### src/rtl/dth_pkg.sv
// Shared types and constants for the detection trigger hold block.
`default_nettype none

package dth_pkg;

   localparam int TimeBits  = 48;
   localparam int ScoreBits = 16;
   localparam int CountBits = 8;
   localparam int TagBits   = 16;
   localparam int DurBits   = 32;
   localparam int CsrBits   = 32;
   localparam int CsrIdxBits = 2;

   localparam logic signed [ScoreBits-1:0] OnThresholdReset  = -16'sd16384;
   localparam logic signed [ScoreBits-1:0] OffThresholdReset = 16'sd16384;

   typedef enum logic {
      OpFeed  = 1'b0,
      OpFlush = 1'b1
   } op_type;

   typedef enum logic [CsrIdxBits-1:0] {
      CsrOnThreshold     = 2'd0,
      CsrOffThreshold    = 2'd1,
      CsrTriggerDuration = 2'd2
   } csr_index_type;

   typedef struct packed {
      logic                        operation;
      logic signed [ScoreBits-1:0] score;
      logic [TimeBits-1:0]         pick_time;
      logic [CountBits-1:0]        contributor_count;
      logic [TagBits-1:0]          candidate_tag;
   } req_type;

   typedef struct packed {
      logic signed [ScoreBits-1:0] det_score;
      logic [TimeBits-1:0]         det_pick_time;
      logic [CountBits-1:0]        det_count;
      logic [TagBits-1:0]          det_tag;
      logic                        still_triggered;
   } rsp_type;

   typedef struct packed {
      logic signed [ScoreBits-1:0] on_threshold;
      logic signed [ScoreBits-1:0] off_threshold;
      logic [DurBits-1:0]          trigger_duration;
   } cfg_type;

   typedef struct packed {
      logic                        held_valid;
      logic signed [ScoreBits-1:0] held_score;
      logic [TimeBits-1:0]         held_time;
      logic [CountBits-1:0]        held_count;
      logic [TagBits-1:0]          held_tag;
      logic                        window_open;
      logic [TimeBits:0]           window_end;
   } state_type;

endpackage

`default_nettype wire

### src/rtl/dth_step.sv
// Next-state and emit decision for one candidate or flush.
`default_nettype none

module dth_step import dth_pkg::*; (
   input  req_type   item,
   input  state_type state,
   input  cfg_type   cfg,
   output state_type state_next,
   output logic      emit,
   output rsp_type   det
);

   logic [TimeBits:0] t_ext;
   logic [TimeBits:0] win_new;
   logic              above_on;
   logic              below_off;
   logic              late;
   logic              better;
   logic              differs;
   logic              took;
   logic              expired;
   state_type         a;

   assign t_ext    = {1'b0, item.pick_time};
   assign win_new  = t_ext + {{(TimeBits+1-DurBits){1'b0}}, cfg.trigger_duration};
   assign above_on = item.score > cfg.on_threshold;
   assign below_off = item.score < cfg.off_threshold;
   assign late     = t_ext > state.window_end;
   assign better   = (item.score > state.held_score) &&
                     (item.contributor_count >= state.held_count);

   always_comb begin
      a       = state;
      took    = 1'b0;
      expired = 1'b0;
      emit    = 1'b0;
      differs = 1'b0;
      det     = '0;
      if (item.operation == OpFlush) begin
         emit                = state.held_valid;
         det.det_score       = state.held_score;
         det.det_pick_time   = state.held_time;
         det.det_count       = state.held_count;
         det.det_tag         = state.held_tag;
         det.still_triggered = 1'b0;
         a                   = '0;
      end else begin
         // take an above-on candidate when nothing is held, or an in-window one that beats the held one
         if (above_on) begin
            if (!a.held_valid) begin
               took         = 1'b1;
               a.held_valid = 1'b1;
               a.held_score = item.score;
               a.held_time  = item.pick_time;
               a.held_count = item.contributor_count;
               a.held_tag   = item.candidate_tag;
               if (cfg.trigger_duration != '0) begin
                  a.window_open = 1'b1;
                  a.window_end  = win_new;
               end
            end else if (a.window_open && !late && better) begin
               took         = 1'b1;
               a.held_score = item.score;
               a.held_time  = item.pick_time;
               a.held_count = item.contributor_count;
               a.held_tag   = item.candidate_tag;
               a.window_end = win_new;
            end
         end

         // a freshly moved window end is never behind the item's own time
         expired = a.window_open && !took && late;
         if (a.window_open && (expired || below_off)) begin
            a.window_open = 1'b0;
            a.window_end  = '0;
         end

         emit              = !a.window_open && a.held_valid;
         det.det_score     = a.held_score;
         det.det_pick_time = a.held_time;
         det.det_count     = a.held_count;
         det.det_tag       = a.held_tag;

         differs = (a.held_score != item.score) || (a.held_time != item.pick_time) ||
                   (a.held_count != item.contributor_count) ||
                   (a.held_tag != item.candidate_tag);

         // re-trigger on the expiring candidate
         if (expired && above_on && a.held_valid && differs) begin
            a.held_valid  = 1'b1;
            a.held_score  = item.score;
            a.held_time   = item.pick_time;
            a.held_count  = item.contributor_count;
            a.held_tag    = item.candidate_tag;
            a.window_open = 1'b1;
            a.window_end  = win_new;
         end

         if (!a.window_open) begin
            a.held_valid = 1'b0;
         end
         det.still_triggered = a.window_open;
      end
      state_next = a;
   end

endmodule

`default_nettype wire

### src/rtl/detection_trigger_hold.sv
// Detection trigger hold: input register, one decision step, result register.
// Throughput: one item per cycle unless the result side stalls; an emitted
// detection is registered, and the held candidate and window update, in the
// same cycle the item leaves the input register, so items can follow back to back.
// Reset (synchronous): configuration returns to its reset values, nothing is held,
// the trigger window is closed and both channel registers are empty.
`default_nettype none

module detection_trigger_hold import dth_pkg::*; (
   input  wire logic                  clock,
   input  wire logic                  reset,
   input  wire logic                  csr_wen,
   input  wire logic [CsrIdxBits-1:0] csr_index,
   input  wire logic [CsrBits-1:0]    csr_wdata,
   input  wire logic                  req_valid,
   output logic                       req_stall,
   input  wire req_type               req_data,
   output logic                       rsp_valid,
   input  wire logic                  rsp_stall,
   output rsp_type                    rsp_data
);

   cfg_type   cfg_ff;
   logic      in_valid_ff;
   req_type   in_ff;
   state_type state_ff;
   state_type state_in;
   logic      rsp_valid_ff;
   rsp_type   rsp_ff;
   rsp_type   rsp_in;
   logic      emit;
   logic      out_free;
   logic      step_go;

   assign out_free  = !rsp_valid_ff || !rsp_stall;
   assign step_go   = in_valid_ff && out_free;
   assign req_stall = in_valid_ff && !out_free;
   assign rsp_valid = rsp_valid_ff;
   assign rsp_data  = rsp_ff;

   always_ff @(posedge clock) begin
      if (reset) begin
         cfg_ff.on_threshold     <= OnThresholdReset;
         cfg_ff.off_threshold    <= OffThresholdReset;
         cfg_ff.trigger_duration <= '0;
      end else if (csr_wen) begin
         unique case (csr_index)
            CsrOnThreshold:     cfg_ff.on_threshold     <= csr_wdata[ScoreBits-1:0];
            CsrOffThreshold:    cfg_ff.off_threshold    <= csr_wdata[ScoreBits-1:0];
            CsrTriggerDuration: cfg_ff.trigger_duration <= csr_wdata[DurBits-1:0];
            default:            ;
         endcase
      end
   end

   dth_step u_step (
      .item       (in_ff),
      .state      (state_ff),
      .cfg        (cfg_ff),
      .state_next (state_in),
      .emit       (emit),
      .det        (rsp_in)
   );

   always_ff @(posedge clock) begin
      if (reset) begin
         in_valid_ff <= 1'b0;
      end else if (!req_stall) begin
         in_valid_ff <= req_valid;
      end
      if (req_valid && !req_stall) begin
         in_ff <= req_data;
      end
   end

   always_ff @(posedge clock) begin
      if (reset) begin
         state_ff <= '0;
      end else if (step_go) begin
         state_ff <= state_in;
      end
   end

   always_ff @(posedge clock) begin
      if (reset) begin
         rsp_valid_ff <= 1'b0;
      end else if (out_free) begin
         rsp_valid_ff <= step_go && emit;
      end
      if (step_go && emit) begin
         rsp_ff <= rsp_in;
      end
   end

   // a candidate is held exactly while its window is open
   a_held_open: assert property (@(posedge clock) disable iff (reset)
      state_ff.held_valid == state_ff.window_open)
      else $error("held candidate and window state disagree");

   a_flush_clears: assert property (@(posedge clock) disable iff (reset)
      step_go && (in_ff.operation == OpFlush) |=> !state_ff.held_valid && !state_ff.window_open)
      else $error("flush left state behind");

   a_trig_flag: assert property (@(posedge clock) disable iff (reset)
      step_go && emit |=> rsp_valid_ff && (rsp_ff.still_triggered == state_ff.window_open))
      else $error("result trigger flag does not match window state");

endmodule

`default_nettype wire

### config.mk
export PLATFORM = sky130hd
export DESIGN_NAME = detection_trigger_hold
export DESIGN_NICKNAME = d
export VERILOG_FILES = /design/src/rtl/dth_pkg.sv /design/src/rtl/dth_step.sv /design/src/rtl/detection_trigger_hold.sv
export SDC_FILE = /design/constraint.sdc
export NUM_CORES = 1
export LEC_CHECK = 0
export BUFFER_PORTS_ARGS = -buffer_cell sky130_fd_sc_hd__buf_2
export CAP_MARGIN = 25
export CORE_UTILIZATION = 35
export CTS_BUF_LIST = sky130_fd_sc_hd__clkbuf_16
export DETAILED_ROUTE_END_ITERATION = 8
export PLACE_DENSITY_LB_ADDON = 0.05
export REMOVE_ABC_BUFFERS = 1
export SYNTH_ARGS = -nofsm -noshare
export SYNTH_HDL_FRONTEND = slang
export SYNTH_HIERARCHICAL = 1
export SYNTH_SLANG_ARGS = --single-unit
export TNS_END_PERCENT = 10
### constraint.sdc
create_clock -name clock -period 8.2 [get_ports clock]
set_input_delay 0.82 -clock clock [delete_from_list [all_inputs] [get_ports clock]]
set_output_delay 0.82 -clock clock [all_outputs]
set_load 0.005 [all_outputs]
* Word level (Yosys, flattened, before mapping)
Cells that the tools add are included.
Word-level totals: bits of input ports 128, memories 0, bits in read-only memories 0, memory bits (writable) 0, output and inout port bits 91, register bits after elaboration 383, latch bits 0
Cells by class: muxes and demuxes 20, add/sub/neg operators 1, reductions and logical operators 34, shift operators 0, magnitude comparators 5, bitwise gates (word level) 0, multipliers 0, equality and inequality tests 7, div/mod/pow operators 0
Operators with widths (count):
- $mux W139 | 5
- $mux W88 | 2
- $mux W50 | 3
- $mux W49 | 2
- $mux W89 | 1
- $add A48 B32 Y49 | 1
- $gt A48 B49 Y1 | 1
- $ne A48 B48 Y1 | 1
- $gt A16 B16 Y1 | 2
- $ne A16 B16 Y1 | 2
- $reduce_bool A32 Y1 | 1
- $lt A16 B16 Y1 | 1
- $logic_and A1 B1 Y1 | 14
- $ge A8 B8 Y1 | 1
- $ne A8 B8 Y1 | 1
- $logic_not A1 Y1 | 7
- $mux W1 | 7
- $reduce_and A2 Y1 | 3
- $logic_or A1 B1 Y1 | 5
- $ne A5 B2 Y1 const B | 1
- $reduce_bool A5 Y1 | 1
- $reduce_and A4 Y1 | 1
- $reduce_bool A4 Y1 | 1
- $eq A2 B1 Y1 const B | 1
- 2 further kinds | 2

* Longest topological paths before layout
depth after elaboration 19, depth in mapped cells 18, gate-level depth less buffers 14

* Cells and area by module
Netlist, hierarchy kept.
Modules (own cells, without submodules):
- detection_trigger_hold | times used 1, cells each 1040, sequential area each 9449.1 µm², area an instance 14226.1 µm²
- dth_step | times used 1, cells each 1382, sequential area each 0.0 µm², area an instance 9446.6 µm²

* Worst setup path after synthesis
OpenSTA, ideal clock, no wires.
path kind register to register, start point reg in_ff[87] in the netlist's numbering, end point reg rsp_ff, in the netlist rsp_data[0] (enable), stages on the path, launching flop included 12, path buffers 0, clock period less this slack 7392 ps, arrival 6826 ps, path slack 808 ps, cells stage by stage edfxtp_1 ha_1 and3_1 nand4_1 a21oi_1 nor3_1 mux2_2 o31ai_1 a21o_1 o22a_1 nand2_1 a21oi_1
On the way: cells in the longest elaborated chain, start to end 18, elaborated cells on any way between the ends 22, those cells by class order compare (3); mux (9); reduce/logical (10)
Ends and longest elaborated chain:
- from (decl) | RTL line detection_trigger_hold.sv:25 | req_type in_ff;
- from (signal assigned) | RTL line detection_trigger_hold.sv:72 | in_ff <= req_data;
- $gt A16 B16 Y1 | RTL line dth_step.sv:29 | assign better = (item.score > state.held_score) &&
- $logic_and A1 B1 Y1 | RTL line dth_step.sv:29
- $logic_and A1 B1 Y1 | RTL line dth_step.sv:61 | end else if (a.window_open && !late && better) begin
- $mux W1 | RTL line dth_step.sv:61
- $mux W1 | RTL line dth_step.sv:50 | if (!a.held_valid) begin
- $mux W1 | RTL line dth_step.sv:49 | if (above_on) begin
- $mux W1 | RTL line dth_step.sv:39 | if (item.operation == OpFlush) begin
- $logic_not A1 Y1 | RTL line dth_step.sv:72 | expired = a.window_open && !took && late;
- [3 not listed]
- $logic_and A1 B1 Y1 | RTL line dth_step.sv:73 | if (a.window_open && (expired || below_off)) begin
- $mux W50 | RTL line dth_step.sv:73
- $mux W50 | RTL line dth_step.sv:39
- $logic_not A1 Y1 | RTL line dth_step.sv:78 | emit = !a.window_open && a.held_valid;
- $logic_and A1 B1 Y1 * | RTL line dth_step.sv:78
- $mux W1 * | RTL line dth_step.sv:39
- net emit | RTL line detection_trigger_hold.sv:31 | logic emit;
- $logic_and A1 B1 Y1 * | RTL line detection_trigger_hold.sv:90 | if (step_go && emit) begin
- to (signal assigned) | RTL line detection_trigger_hold.sv:91 | rsp_ff <= rsp_in;
- to (decl) | RTL line detection_trigger_hold.sv:29 | rsp_type rsp_ff;
Mark *: on every way through the listed nets, which the timed path passes. The rest lies on a longest branch. The select of a mux whose other input is x is not followed. A chain may end at the register's enable or synchronous reset.

==> impl_metrics.py <==
metrics = {
    "timing": {
        "hold_ws_ps": 382,
        "worstMarginPinSlew_ps": 1010,
        "drv_slew": 0,
        "skew_ps": 29.6,
        "setup_viol": 0,
        "post-route-period-util_pct": 64.4,
        "fin_tns_setup_ps": 0,
        "fmax_ghz": 0.189,
        "fin_ws_ps": 2920,
        "period_needed_ps": 5280,
        "hold_viol_final": 0,
        "max-slew-margin-rel_pct": 32.5,
        "rsz0062_at_grt": "no",
    },
    "final_layout": {
        "fin_util_pct": 41.0,
        "drive_gt1_share_pct": 14.8,
        "final_cell_area_mm2": 0.0272,
        "diodes": 0,
        "layoutNonFillerInstCount": 3496,
        "fillers": 6586,
        "nets": 2855,
        "area_delta_synth_final_pct": 14.8,
    },
    "placed_design": {
        "gp_congestion": 0.832,
        "place_area_mm2": 0.0256,
        "place.detailed.hpwl_mm": 56.9,
        "io_buffer_count": 218,
        "dpl_worst_slack_ps": 2930,
        "place_inst": 3404,
    },
    "floorplanning": {
        "die_x_um": 262,
        "initial_core_util_pct": 35.7,
        "die_area_mm2": 0.0687,
        "core_area_mm2": 0.0663,
        "top_level_ports": 219,
        "die_h_um": 262,
        "rows": 94,
    },
    "worst_setup_path": {
        "critPathLaunchType": "register",
        "arrival_ps": 5560,
        "cp.required_ps": 8480,
        "critPathBufInv": 2,
        "crit_path_cell_trace": "ha_1 -> nand4_1 -> nor3_1 -> nand4_1 -> or2_1 -> o31ai_1 -> nand3_1 -> o21ai_0 -> buf_4 -> nor2b_4 -> buf_4 -> o21ai_0",
        "crit_path_max_incr_delay_ps": 730,
        "crit_cells": 12,
        "timing.rr.end": "rsp_data[29]",
        "cp_max_fo": 40,
        "reg2reg_setup_slack_ps": 2920,
        "r2r_cells": 12,
        "critPathSlowestCell": "nor2b_4",
        "worstSetupPathType": "register to register",
        "r2r-start": "in_ff[56]",
        "cp-end-kind": "register",
        "crit_family": "simple AND/OR/NAND/NOR gates",
    },
    "clock_network": {
        "cts_resized": 0,
        "cts_root_buf": "clkbuf_16",
        "clk_latency_ps": 610,
        "clk_path_buf_depth": 3,
        "cts_max_level": 2,
        "ctsHoldBuffers": 0,
        "cts_setup_buffers": 0,
        "numCtsBuffers": 49,
        "cts_tree": "built",
        "clkTransAtPathRegs_ps": 60,
        "cts_num_sinks": 383,
    },
    "worst_hold_path": {
        "hold_end": "in_ff[14]",
        "holdCritStartpoint": "req_data[14]",
        "hp-class": "primary input to register",
        "holdPathStages": 1,
    },
    "grt": {
        "antenna_found_initial": 0,
        "grt_max_degree": 241,
        "grt_pass1_vias": 18053,
        "overflow": 0,
        "grt_pass1_wl_mm": 118,
        "grt_usage_pct": 23.0,
    },
    "route": {
        "drt-total-wl_mm": 80.0,
        "vias": 18286,
        "wl_per_cell_um": 22.9,
        "antenna_left": 0,
        "drcViolationCount": 0,
        "viasPerCell": 5.23,
        "first_pass_iters": 5,
        "drt_iter0_drc": 1207,
    },
    "job": {
        "cap_violations": 0,
    },
    "power": {
        "p_leak_nw": 10.8,
        "p_total_mw": 5.26,
        "ir_drop_mv": 0.158,
        "p_per_area_mw_per_mm2": 194,
    },
    "synth": {
        "synth_edf_count": 178,
        "synth_cells": 2422,
        "yosys_warnings": 6,
        "synth_top_area_cell": "edfxtp_1",
        "synth_most_common_cell": "nand2b_1",
        "syn_area_mm2": 0.0237,
        "synth_flop_cell": "dfxtp_1",
        "synth.area.top_cells": "edfxtp_1 23%, dfxtp_1 17%, mux2i_1 13%",
        "netlist-cell-type-count": 74,
        "yosysSeqAreaShare_pct": 39.9,
        "synth_top_cells_by_count": "426 x nand2b_1, 296 x mux2i_1, 205 x dfxtp_1",
        "ys_seq_elements": 383,
        "avgSynthCellArea_um2": 9.77,
        "postSynth.asyncResetShare_pct": 0,
        "netlist.area_leader.share_pct": 22.6,
    },
    "outcome": {
        "outcome": "completed",
    },
}
-- final cells by class --
cell class,instances,area (um^2),area share (%)
Sequential cell,383,9450,34.8
Clock inverter,41,343,1.26
Timing Repair Buffer,241,1370,5.02
Tap cell,864,1080,3.98
Inverter,142,533,1.96
Multi-Input combinational cell,1774,13100,48.3
Clock buffer,51,1280,4.70
-- how the worst max path moves through the flow --
stage / from / end
finish: in_ff[56] / rsp_data[29]
global route: in_ff[56] / rsp_data[25]
CTS: in_ff[56] / rsp_data[25]
detailed placement: in_ff[56] / rsp_data[42]
global placement: in_ff[56] / rsp_data[29]
floorplan: in_ff[87] / rsp_data[11]
-- routing by layer --
| metal | global-route usage, % | wire, um | vias up |
|---|---|---|---|
| met4 | 6.76 | 2160 | 0 |
| met1 | 32.4 | 38200 | 8863 |
| li1 | - | - | 8885 |
| met2 | 36.7 | 36000 | 440 |
| met3 | 2.91 | 3610 | 98 |
| met5 | 0 | 0 | - |
-- worst register-to-register path: cells and delay by family, from the launching register on --
| kind | cells | cell delay (ps) |
|---|---|---|
| AOI/OAI and AO/OA | 3 | 740 |
| DFF | 1 | 690 |
| adders and majority gates | 1 | 470 |
| buffers and inverters | 2 | 790 |
| and+or+nand+nor | 6 | 2260 |
-- cell families (layout without fill, tap and decap cells) --
kind of cell | count (synthesis) | after routing | share of synthesized area [%]
buf+inv | 265 | 475 | 4.86
fa+ha+maj | 136 | 136 | 7.22
simple gates | 846 | 846 | 19.8
mux | 355 | 355 | 15.3
flops | 383 | 383 | 39.9
xor+xnor | 57 | 57 | 2.11
compound gates | 380 | 380 | 10.8
-- sequential cells by signal, indices dropped and copies added, names as in the netlist --
signal / cells
cfg_ff: 64
in_ff: 89
in_valid_ff: 1
rsp_data: 89
rsp_valid: 1
state_ff: 139
-- cells in the final DEF (no fill, tap or decap), types with 13 or more instances in the layout --
master,n
nand2b_1,425
nor3_1,16
and3_1,17
xnor2_1,37
nor4_1,21
o2111ai_1,17
inv_1,152
clkbuf_16,51
ha_1,135
a22o_1,25
nor2b_1,33
nand4_1,26
buf_4,14
buf_2,218
nand2_1,93
mux2i_1,296
a21o_1,44
mux2_2,59
o22ai_1,25
a21oi_1,77
xor2_1,20
edfxtp_1,178
dfxtp_1,205
a211oi_1,13
nand3_1,19
o21ai_0,89
nor2_1,151
-- report_power, final --
part / internal, mW / leakage, nW / switching, mW / total, mW
clock network: 1.28 / 0.830 / 0.914 / 2.20
logic: 0.368 / 6.62 / 0.504 / 0.872
registers: 2.09 / 3.34 / 0.106 / 2.19
(Power assumes the default switching activity.)
